### src/assert_macros.svh
// ----------------------------------------------------------------------------
// assert_macros.svh
// Assertion macros used by the RTL of the note sequencer.
// ----------------------------------------------------------------------------
`ifndef ASSERT_MACROS_SVH
`define ASSERT_MACROS_SVH

// Checks that prop holds at every rising edge outside of reset.
`define ASSERT_ALWAYS(label, clk, rst, prop, msg) \
  label: assert property (@(posedge clk) disable iff (rst) (prop)) else $error(msg);

// Checks that cons holds in the same cycle whenever ante holds, outside of reset.
`define ASSERT_IMPLIES(label, clk, rst, ante, cons, msg) \
  label: assert property (@(posedge clk) disable iff (rst) (ante) |-> (cons)) \
    else $error(msg);

`endif

### src/arpseq_pkg.sv
// ----------------------------------------------------------------------------
// arpseq_pkg
// Types, constants and table functions of the scale and arpeggio sequencer.
// ----------------------------------------------------------------------------
package arpseq_pkg;

  // Largest octave span that a run may cover.
  localparam int MAX_OCTAVES = 4;

  localparam int TOP_PITCH = 127;
  localparam int SEMIS     = 12;
  localparam int SEVEN     = 7;
  localparam int MAX_LEN   = 12;

  // Field widths fixed by the interface.
  localparam int PITCH_W  = 7;
  localparam int FINGER_W = 3;
  localparam int NOTE_W   = 7;
  localparam int TYPE_W   = 3;
  localparam int OCTCFG_W = 3;
  localparam int LEN_W    = 4;
  localparam int DEG_W    = 4;
  localparam int IVL_W    = 4;

  // Widths that follow from the octave span.
  localparam int IDX_W = $clog2(MAX_LEN * MAX_OCTAVES + 1);
  localparam int POS_W = $clog2(2 * MAX_LEN * MAX_OCTAVES + 1);
  localparam int OCT_W = $clog2(MAX_OCTAVES + 1);
  localparam int SUM_W = $clog2(TOP_PITCH + SEMIS * MAX_OCTAVES + MAX_LEN);

  // Register port.
  localparam int ADDR_W = 5;
  localparam int DATA_W = 32;

  typedef enum logic [2:0] {
    REG_ROOT    = 3'd0,
    REG_ARP     = 3'd1,
    REG_TYPE    = 3'd2,
    REG_OCTAVES = 3'd3,
    REG_LEFT    = 3'd4,
    REG_DESCEND = 3'd5
  } reg_idx_t;

  // Register reset values.
  localparam logic [PITCH_W-1:0]  RST_ROOT    = 7'd60;
  localparam logic                RST_ARP     = 1'b0;
  localparam logic [TYPE_W-1:0]   RST_TYPE    = 3'd0;
  localparam logic [OCTCFG_W-1:0] RST_OCTAVES = 3'd1;
  localparam logic                RST_LEFT    = 1'b0;
  localparam logic                RST_DESCEND = 1'b1;

  // Finger given to the top tonic.
  localparam logic [FINGER_W-1:0] FINGER_TOP_LEFT  = 3'd1;
  localparam logic [FINGER_W-1:0] FINGER_TOP_RIGHT = 3'd5;
  localparam logic [FINGER_W-1:0] FINGER_NONE      = 3'd0;

  // Interval tables in semitones above the tonic.
  localparam logic [IVL_W-1:0] SCALE_TAB [8][MAX_LEN] = '{
    '{4'd0, 4'd2, 4'd4, 4'd5, 4'd7, 4'd9, 4'd11, 4'd0, 4'd0, 4'd0, 4'd0, 4'd0},
    '{4'd0, 4'd2, 4'd3, 4'd5, 4'd7, 4'd8, 4'd10, 4'd0, 4'd0, 4'd0, 4'd0, 4'd0},
    '{4'd0, 4'd2, 4'd3, 4'd5, 4'd7, 4'd8, 4'd11, 4'd0, 4'd0, 4'd0, 4'd0, 4'd0},
    '{4'd0, 4'd2, 4'd3, 4'd5, 4'd7, 4'd9, 4'd11, 4'd0, 4'd0, 4'd0, 4'd0, 4'd0},
    '{4'd0, 4'd1, 4'd2, 4'd3, 4'd4, 4'd5, 4'd6, 4'd7, 4'd8, 4'd9, 4'd10, 4'd11},
    '{4'd0, 4'd2, 4'd4, 4'd7, 4'd9, 4'd0, 4'd0, 4'd0, 4'd0, 4'd0, 4'd0, 4'd0},
    '{4'd0, 4'd3, 4'd5, 4'd7, 4'd10, 4'd0, 4'd0, 4'd0, 4'd0, 4'd0, 4'd0, 4'd0},
    '{4'd0, 4'd3, 4'd5, 4'd6, 4'd7, 4'd10, 4'd0, 4'd0, 4'd0, 4'd0, 4'd0, 4'd0}
  };

  // Arpeggio types six and seven repeat the major arpeggio.
  localparam logic [IVL_W-1:0] ARP_TAB [8][4] = '{
    '{4'd0, 4'd4, 4'd7, 4'd0},
    '{4'd0, 4'd3, 4'd7, 4'd0},
    '{4'd0, 4'd4, 4'd7, 4'd10},
    '{4'd0, 4'd4, 4'd7, 4'd11},
    '{4'd0, 4'd3, 4'd7, 4'd10},
    '{4'd0, 4'd3, 4'd6, 4'd0},
    '{4'd0, 4'd4, 4'd7, 4'd0},
    '{4'd0, 4'd4, 4'd7, 4'd0}
  };

  localparam logic [LEN_W-1:0] SCALE_LEN [8] = '{
    4'd7, 4'd7, 4'd7, 4'd7, 4'd12, 4'd5, 4'd5, 4'd6
  };
  localparam logic [LEN_W-1:0] ARP_LEN [8] = '{
    4'd3, 4'd3, 4'd4, 4'd4, 4'd4, 4'd3, 4'd3, 4'd3
  };

  // Hand patterns for seven-note scales; the eighth entry is never selected.
  localparam logic [FINGER_W-1:0] RIGHT_FINGERS [8] = '{
    3'd1, 3'd2, 3'd3, 3'd1, 3'd2, 3'd3, 3'd4, 3'd0
  };
  localparam logic [FINGER_W-1:0] LEFT_FINGERS [8] = '{
    3'd5, 3'd4, 3'd3, 3'd2, 3'd1, 3'd3, 3'd2, 3'd0
  };

  // Settings and run geometry derived from the registers.
  typedef struct packed {
    logic [PITCH_W-1:0]                   root;
    logic                                 arp;
    logic [TYPE_W-1:0]                    ptype;
    logic                                 left;
    logic                                 finger_en;
    logic [IDX_W-1:0]                     asc_m1;
    logic [POS_W-1:0]                     top2;
    logic [POS_W-1:0]                     total_m1;
    logic [MAX_OCTAVES:0][IDX_W-1:0]      mul;
  } cfg_t;

  function automatic logic [LEN_W-1:0] pattern_len(input logic arp,
                                                   input logic [TYPE_W-1:0] ptype);
    pattern_len = arp ? ARP_LEN[ptype] : SCALE_LEN[ptype];
  endfunction

  function automatic logic [IVL_W-1:0] interval(input logic arp,
                                                input logic [TYPE_W-1:0] ptype,
                                                input logic [DEG_W-1:0] deg);
    interval = arp ? ARP_TAB[ptype][deg[1:0]] : SCALE_TAB[ptype][deg];
  endfunction

  function automatic logic [FINGER_W-1:0] finger_of(input logic left,
                                                    input logic [2:0] deg);
    finger_of = left ? LEFT_FINGERS[deg] : RIGHT_FINGERS[deg];
  endfunction

  // Octave count writes are held to the range 1 to MAX_OCTAVES.
  function automatic logic [OCTCFG_W-1:0] clamp_oct(input logic [OCTCFG_W-1:0] v);
    logic [OCTCFG_W-1:0] o;
    o = v;
    if (o == '0) begin
      o = OCTCFG_W'(1);
    end
    if (int'(o) > MAX_OCTAVES) begin
      o = OCTCFG_W'(MAX_OCTAVES);
    end
    clamp_oct = o;
  endfunction

endpackage

### src/arpseq_cfg.sv
// ----------------------------------------------------------------------------
// arpseq_cfg
// Register file of the sequencer with its bus port, and the run geometry
// worked out from the register values at the edge that writes them.
// ----------------------------------------------------------------------------
module arpseq_cfg (
  input  logic                          clk,
  input  logic                          rst,
  input  logic                          psel,
  input  logic                          penable,
  input  logic                          pwrite,
  input  logic [arpseq_pkg::ADDR_W-1:0] paddr,
  input  logic [arpseq_pkg::DATA_W-1:0] pwdata,
  output logic [arpseq_pkg::DATA_W-1:0] prdata,
  output logic                          pready,
  output arpseq_pkg::cfg_t              cfg
);
  import arpseq_pkg::*;

  logic [PITCH_W-1:0]  root_pitch, root_pitch_next;
  logic                arpeggio_mode, arpeggio_mode_next;
  logic [TYPE_W-1:0]   pattern_type, pattern_type_next;
  logic [OCTCFG_W-1:0] octave_count, octave_count_next;
  logic                left_hand, left_hand_next;
  logic                descend_enable, descend_enable_next;
  logic                wr;
  reg_idx_t            idx;

  // Geometry of a run for one set of register values.
  function automatic cfg_t derive(input logic [PITCH_W-1:0] root, input logic arp,
                                  input logic [TYPE_W-1:0] ptype,
                                  input logic [OCTCFG_W-1:0] oct, input logic left,
                                  input logic desc);
    cfg_t             c;
    logic [LEN_W-1:0] len;
    len         = pattern_len(arp, ptype);
    c.root      = root;
    c.arp       = arp;
    c.ptype     = ptype;
    c.left      = left;
    c.finger_en = !arp && (int'(len) == SEVEN);
    c.asc_m1    = IDX_W'(int'(len) * int'(oct));
    c.top2      = POS_W'(POS_W'(c.asc_m1) << 1);
    c.total_m1  = desc ? c.top2 : POS_W'(c.asc_m1);
    for (int k = 0; k <= MAX_OCTAVES; k++) begin
      c.mul[k] = IDX_W'(int'(len) * k);
    end
    derive = c;
  endfunction

  assign pready = 1'b1;
  assign wr     = psel && penable && pwrite;
  assign idx    = reg_idx_t'(paddr[4:2]);

  // Register write decode.
  always_comb begin
    root_pitch_next     = root_pitch;
    arpeggio_mode_next  = arpeggio_mode;
    pattern_type_next   = pattern_type;
    octave_count_next   = octave_count;
    left_hand_next      = left_hand;
    descend_enable_next = descend_enable;
    if (wr) begin
      case (idx)
        REG_ROOT:    root_pitch_next     = pwdata[PITCH_W-1:0];
        REG_ARP:     arpeggio_mode_next  = pwdata[0];
        REG_TYPE:    pattern_type_next   = pwdata[TYPE_W-1:0];
        REG_OCTAVES: octave_count_next   = clamp_oct(pwdata[OCTCFG_W-1:0]);
        REG_LEFT:    left_hand_next      = pwdata[0];
        REG_DESCEND: descend_enable_next = pwdata[0];
        default:     ;
      endcase
    end
  end

  // Registers and derived geometry update at the same edge.
  always_ff @(posedge clk) begin
    if (rst) begin
      root_pitch     <= RST_ROOT;
      arpeggio_mode  <= RST_ARP;
      pattern_type   <= RST_TYPE;
      octave_count   <= RST_OCTAVES;
      left_hand      <= RST_LEFT;
      descend_enable <= RST_DESCEND;
      cfg            <= derive(RST_ROOT, RST_ARP, RST_TYPE, RST_OCTAVES, RST_LEFT,
                               RST_DESCEND);
    end else begin
      root_pitch     <= root_pitch_next;
      arpeggio_mode  <= arpeggio_mode_next;
      pattern_type   <= pattern_type_next;
      octave_count   <= octave_count_next;
      left_hand      <= left_hand_next;
      descend_enable <= descend_enable_next;
      cfg            <= derive(root_pitch_next, arpeggio_mode_next, pattern_type_next,
                               octave_count_next, left_hand_next, descend_enable_next);
    end
  end

  // Read back.
  always_comb begin
    case (idx)
      REG_ROOT:    prdata = DATA_W'(root_pitch);
      REG_ARP:     prdata = DATA_W'(arpeggio_mode);
      REG_TYPE:    prdata = DATA_W'(pattern_type);
      REG_OCTAVES: prdata = DATA_W'(octave_count);
      REG_LEFT:    prdata = DATA_W'(left_hand);
      REG_DESCEND: prdata = DATA_W'(descend_enable);
      default:     prdata = '0;
    endcase
  end

endmodule

### src/scale_arpeggio_note_sequencer.sv
// ----------------------------------------------------------------------------
// scale_arpeggio_note_sequencer
// Tick-driven scale and arpeggio player that gives one note per tick.
// ----------------------------------------------------------------------------
// Usage:
// Each beat on the input channel (in_valid, in_stall, restart) is one tick and
// produces exactly one beat on the output channel (out_valid, out_stall,
// pitch, finger, note_index, last_note). A tick with restart set starts a new
// run; otherwise the run continues from where the last tick left it, and the
// tick after a beat marked last_note starts over at note 0.
// The tick is held in an input register, the note is worked out in one pass
// of combinational logic and stored in the output register, where it is
// shown until the receiver takes it. One tick per cycle is taken as long as
// the receiver keeps out_stall low.
// While out_stall holds a note, one more tick can wait in the input register;
// after that in_stall rises until the output register drains.
// The settings live on the APB port and take effect for the next tick; they
// are to be written while no tick is in flight, which the user must keep to;
// the block itself does not enforce it. Reset empties both registers,
// restores the settings to their reset values and puts the run back at note 0.
// ----------------------------------------------------------------------------
`include "assert_macros.svh"

module scale_arpeggio_note_sequencer (
  input  logic                            clk,
  input  logic                            rst,
  input  logic                            in_valid,
  output logic                            in_stall,
  input  logic                            restart,
  output logic                            out_valid,
  input  logic                            out_stall,
  output logic [arpseq_pkg::PITCH_W-1:0]  pitch,
  output logic [arpseq_pkg::FINGER_W-1:0] finger,
  output logic [arpseq_pkg::NOTE_W-1:0]   note_index,
  output logic                            last_note,
  input  logic                            psel,
  input  logic                            penable,
  input  logic                            pwrite,
  input  logic [arpseq_pkg::ADDR_W-1:0]   paddr,
  input  logic [arpseq_pkg::DATA_W-1:0]   pwdata,
  output logic [arpseq_pkg::DATA_W-1:0]   prdata,
  output logic                            pready
);
  import arpseq_pkg::*;

  cfg_t                cfg;
  logic                a_valid;
  logic                a_restart;
  logic                b_ready;
  logic                move;
  logic [POS_W-1:0]    run_position, run_position_next;
  logic [POS_W-1:0]    pos;
  logic                falling;
  logic [POS_W-1:0]    idx_wide;
  logic [IDX_W-1:0]    idx;
  logic [OCT_W-1:0]    oct;
  logic [DEG_W-1:0]    deg;
  logic [SUM_W-1:0]    sum;
  logic [PITCH_W-1:0]  pitch_next;
  logic [FINGER_W-1:0] finger_next;
  logic                last_next;

  arpseq_cfg u_cfg (
    .clk     (clk),
    .rst     (rst),
    .psel    (psel),
    .penable (penable),
    .pwrite  (pwrite),
    .paddr   (paddr),
    .pwdata  (pwdata),
    .prdata  (prdata),
    .pready  (pready),
    .cfg     (cfg)
  );

  // Handshake: the output register takes a note when empty or being drained.
  assign b_ready  = !out_valid || !out_stall;
  assign move     = a_valid && b_ready;
  assign in_stall = a_valid && !b_ready;

  // Input register.
  always_ff @(posedge clk) begin
    if (rst) begin
      a_valid <= 1'b0;
    end else if (in_valid && !in_stall) begin
      a_valid <= 1'b1;
    end else if (move) begin
      a_valid <= 1'b0;
    end
  end

  always_ff @(posedge clk) begin
    if (in_valid && !in_stall) begin
      a_restart <= restart;
    end
  end

  // Position in the run; a stale position past the end starts a new run.
  always_comb begin
    pos = run_position;
    if (a_restart || (run_position > cfg.total_m1)) begin
      pos = '0;
    end
    falling  = pos > POS_W'(cfg.asc_m1);
    idx_wide = falling ? (cfg.top2 - pos) : pos;
    idx      = IDX_W'(idx_wide);
  end

  // Octave and degree: compare against each multiple of the pattern length.
  always_comb begin
    oct = '0;
    for (int k = 1; k <= MAX_OCTAVES; k++) begin
      oct = oct + OCT_W'(idx >= cfg.mul[k]);
    end
    deg = DEG_W'(idx - cfg.mul[oct]);
  end

  // Pitch with clamp at the top of the MIDI range.
  always_comb begin
    sum = SUM_W'(cfg.root) + SUM_W'(oct) * SUM_W'(SEMIS)
        + SUM_W'(interval(cfg.arp, cfg.ptype, deg));
    if (sum > SUM_W'(TOP_PITCH)) begin
      pitch_next = PITCH_W'(TOP_PITCH);
    end else begin
      pitch_next = PITCH_W'(sum);
    end
  end

  // Fingering applies to seven-note scales only; the top tonic has its own.
  always_comb begin
    if (!cfg.finger_en) begin
      finger_next = FINGER_NONE;
    end else if (pos == POS_W'(cfg.asc_m1)) begin
      finger_next = cfg.left ? FINGER_TOP_LEFT : FINGER_TOP_RIGHT;
    end else begin
      finger_next = finger_of(cfg.left, deg[2:0]);
    end
  end

  assign last_next         = (pos == cfg.total_m1);
  assign run_position_next = last_next ? '0 : (pos + POS_W'(1));

  always_ff @(posedge clk) begin
    if (rst) begin
      run_position <= '0;
    end else if (move) begin
      run_position <= run_position_next;
    end
  end

  // Output register.
  always_ff @(posedge clk) begin
    if (rst) begin
      out_valid <= 1'b0;
    end else if (b_ready) begin
      out_valid <= a_valid;
    end
  end

  always_ff @(posedge clk) begin
    if (move) begin
      pitch      <= pitch_next;
      finger     <= finger_next;
      note_index <= NOTE_W'(pos);
      last_note  <= last_next;
    end
  end

  // A held last note means the run has wrapped back to the start.
  `ASSERT_IMPLIES(a_last_wraps, clk, rst, out_valid && last_note, run_position == '0,
                  "run position did not wrap after the last note")
  // A held note that is not the last is followed by the next position.
  `ASSERT_IMPLIES(a_pos_follows, clk, rst, out_valid && !last_note,
                  NOTE_W'(run_position - POS_W'(1)) == note_index,
                  "run position does not follow the shown note")
  // Fingers appear only when the settings select a seven-note scale.
  `ASSERT_IMPLIES(a_finger_scale, clk, rst, out_valid && (finger != FINGER_NONE),
                  cfg.finger_en, "finger given for a pattern without fingering")

endmodule
### config.mk
export PLATFORM = sky130hd
export DESIGN_NAME = scale_arpeggio_note_sequencer
export DESIGN_NICKNAME = d
export VERILOG_FILES = /design/src/arpseq_pkg.sv /design/src/arpseq_cfg.sv /design/src/scale_arpeggio_note_sequencer.sv
export VERILOG_INCLUDE_DIRS = /design/src /design/src/src
export SDC_FILE = /design/constraint.sdc
export NUM_CORES = 1
export LEC_CHECK = 0
export ABC_AREA = 0
export BUFFER_PORTS_ARGS = -buffer_cell sky130_fd_sc_hd__buf_2
export CORE_MARGIN = 2
export CORE_UTILIZATION = 30
export CTS_CLUSTER_SIZE = 25
export DETAILED_ROUTE_END_ITERATION = 8
export MAX_ROUTING_LAYER = met4
export RECOVER_POWER = 50
export SYNTH_ARGS = -nofsm -noshare
export SYNTH_HDL_FRONTEND = slang
export SYNTH_SLANG_ARGS = --single-unit
### constraint.sdc
create_clock -name clk -period 12.54 [get_ports clk]
set_input_delay 3.762 -clock clk [delete_from_list [all_inputs] [get_ports clk]]
set_output_delay 3.762 -clock clk [all_outputs]
set_load 0.01 [all_outputs]
==> metrics <==
number of detailed-route iterations in the first pass=4; first-pass GRT wire length=21200 um; Total GRT Usage=13.6%; H-tree depth=3; Clock Latency Late Sink=0.34 ns; Max-Cap Viols=1; gr ovfl total=0; vias in the first global route=4285; part of the cycle the worst path needs=90.9%; fin nets=821; Syn-to-layout area delta=10.1%; WL/cell=13.7 um; via/cell ratio=4.90; DR DRC count=0; post-synthesis register bit count=66; most common cell after layout, fill and taps aside=ha_1; postcts setup bufs=0; reg2reg start=run_position[0]$_SDFFE_PP0P_; die area=0.0200 mm^2; CTS Hold Buffers Added=0; Final Hold Slack=0.501 ns; FP Rows=50; internal power=0.000385 W; Cells after Synth=665; Avg Cell Area, Syn=8.52 um^2; I/O Buffers=44; Die W=141 um; cts bufs inserted=9; critical path fanouts, max=10; post-route antenna net violation count=0; register area share after synthesis=26.7%; largest net degree at the start of global routing=44; Worst Reg-to-Reg Cells=45; Leak=2.86 nW; violated checks=max-capacitance violations, max-slew violations; post_cts resized=0; synth warn=0; chip height=141 um; Reg power frac=44.2%; final setup vio count=0; hpwl dp=9750 um; Min-Delay Path Depth=2; Hold Vio Cnt, Final=0; top post-synthesis cells by area=dfxtp_1 (17%), ha_1 (16%), edfxtp_1 (10%), nor2_1 (3.9%), fa_1 (3.9%); DR iter-0 viols=295; top_reg_cell synth=dfxtp_1; power per standard cell area=82.6 mW/mm^2; Hold Path Sink=out_valid$_SDFFE_PP0P_; io pins=98; Max Slew Vio Count=44; post-layout min period=11.40 ns; flop2flop setup slack=1.14 ns; Startpoint Class=flop; Routed WL=12800 um; most frequent cells in the layout=ha_1 (72), nor2_1 (58), inv_1 (57); Sw Pwr=0.000130 W; CTS tree=done; Fin Setup TNS=0 ns; crit path DAT=11.46 ns; initial antenna violation count=1; Initial Util=30.4%; Clock Sinks=66; Critical R2R Capture=pitch[3]$_SDFFCE_PN1P_; clk slew on worst S/H paths=0.06 ns; skew final=0.00554 ns; area of the core=0.0186 mm^2; share of the synthesized area in the top cell type=16.6%; most used cell, CP=ha_1; Setup CP Type=reg2reg; Util after Layout=33.4%; mapped cell area=0.00566 mm^2; max incr delay on CP=0.57 ns; ys async rst share=0%; clock share of power=47.0%; Switching Share=25.3%; Least-Margin Pin Slew=2.02 ns; max_slew headroom=-34.8%; Routability Congestion=0.844; dominant cell type by area after synthesis=dfxtp_1; min-delay worst type=reg2reg; run status=complete, but fails checks; Distinct cells, synth=66; Crit. End Element=flop; Critical Path Source=run_position[0]$_SDFFE_PP0P_; Longest Clk Path Bufs=2; power share of the combinational group=8.8%; critical path data required time=12.60 ns; RSZ-0062 raised after global routing=no; VDD IR max=0.0417 mV; clock root cell=clkbuf_16; Post-synth EDFFs=19; CP max stage cell=or4b_1; Hold Startpoint=a_valid$_SDFFE_PP0P_; via count=4573; layout cells sized above 1=8.88%; Power, Total=0.000515 W; fmax=0.0878 GHz
==> logic make-up (layout without fill, tap and decap cells) <==
kind of cell / after synthesis / count (layout) / share of synthesized area (%)
buffers and inverters: 110 / 119 / 9.26
and+or+nand+nor: 211 / 211 / 18.5
AOI/OAI and AO/OA: 145 / 145 / 17.3
other: 2 / 27 / 0.133
adders and majority gates: 83 / 83 / 19.8
xor gates and xnor gates: 21 / 21 / 3.25
muxes: 27 / 27 / 5.02
DFF: 66 / 66 / 26.7
==> synth_stat cells, drive strengths merged (5+ instances only) <==
cell type,n
ha,72
nor2,59
inv,57
dfxtp,47
nand2,47
a21oi,36
buf,34
o21ai,24
edfxtp,19
mux2i,19
clkbuf,18
a21o,17
nor2b,16
nor3,16
nand2b,14
nand3,12
xnor2,12
fa,11
xor2,9
mux2,8
or2,8
or3,8
a211o,7
a211oi,7
a31oi,6
o22ai,6
and2,5
o211ai,5
or4,5
==> area by class of cell <==
type / instances / area, um^2
Inverter: 58 / 218
Antenna cell: 1 / 2.50
Timing Repair Buffer: 45 / 201
Tap cell: 234 / 293
Clock inverter: 4 / 25.0
Fill cell: 1954 / 12400
Multi-Input combinational cell: 513 / 3730
Sequential cell: 66 / 1510
Clock buffer: 12 / 256
==> power by group through the flow <==
stage                     Clock, W  Sequential, W  Combinational, W
after floorplan                  0       0.000232         0.0000377
after global placement           0       0.000232         0.0000454
after detailed placement         0       0.000232         0.0000458
after CTS                 0.000247       0.000228         0.0000460
after global routing      0.000258       0.000228         0.0000512
final                     0.000242       0.000228         0.0000452
==> registers in the layout, indices dropped and copies added, names as in the netlist, 3 cells and up <==
signal              flops
u_cfg.root_pitch        7
note_index              7
u_cfg.octave_count      3
run_position            7
finger                  3
u_cfg.cfg              22
u_cfg.pattern_type      3
pitch                   7
==> metal layers <==
metal,global-route usage (%),vias up,wire length [um]
li1,-,2351,-
met1,17.9,2114,6150
met2,20.8,98,5870
met3,2.53,10,601
met4,4.84,0,138
met5,-,-,0
==> how the worst max path moves through the flow <==
| stage | to | slack (ns) | cells past startpoint |
|---|---|---|---|
| floorplan | pitch[3]$_SDFFCE_PN1P_ | 2.32 | 45 |
| global placement | pitch[3]$_SDFFCE_PN1P_ | 0.77 | 45 |
| detailed placement | pitch[3]$_SDFFCE_PN1P_ | 0.67 | 43 |
| CTS | pitch[3]$_SDFFCE_PN1P_ | 0.65 | 45 |
| global route | pitch[3]$_SDFFCE_PN1P_ | 0.13 | 45 |
| finish | pitch[3]$_SDFFCE_PN1P_ | 1.14 | 45 |
==> critical path, delay by kind of cell (launching register included) <==
family / cells / cell delay [ns]
xor+xnor: 1 / 0.46
fa+ha+maj: 10 / 3.06
mux: 3 / 0.95
flops: 1 / 0.53
compound gates: 15 / 3.10
buf+inv: 4 / 0.49
simple gates: 12 / 2.52
==> per-stage QoR <==
step / area, um^2 / setup slack (ns) / std cells
2_1_floorplan: 5750 / 2.32 / 689
3_3_place_gp: 5970 / 0.766 / 916
3_5_place_dp: 5970 / 0.675 / 916
4_1_cts: 6250 / 0.653 / 932
5_1_grt: 6230 / 0.126 / 933
6_report: 6230 / 1.14 / 933
(Power assumes the default switching activity.)
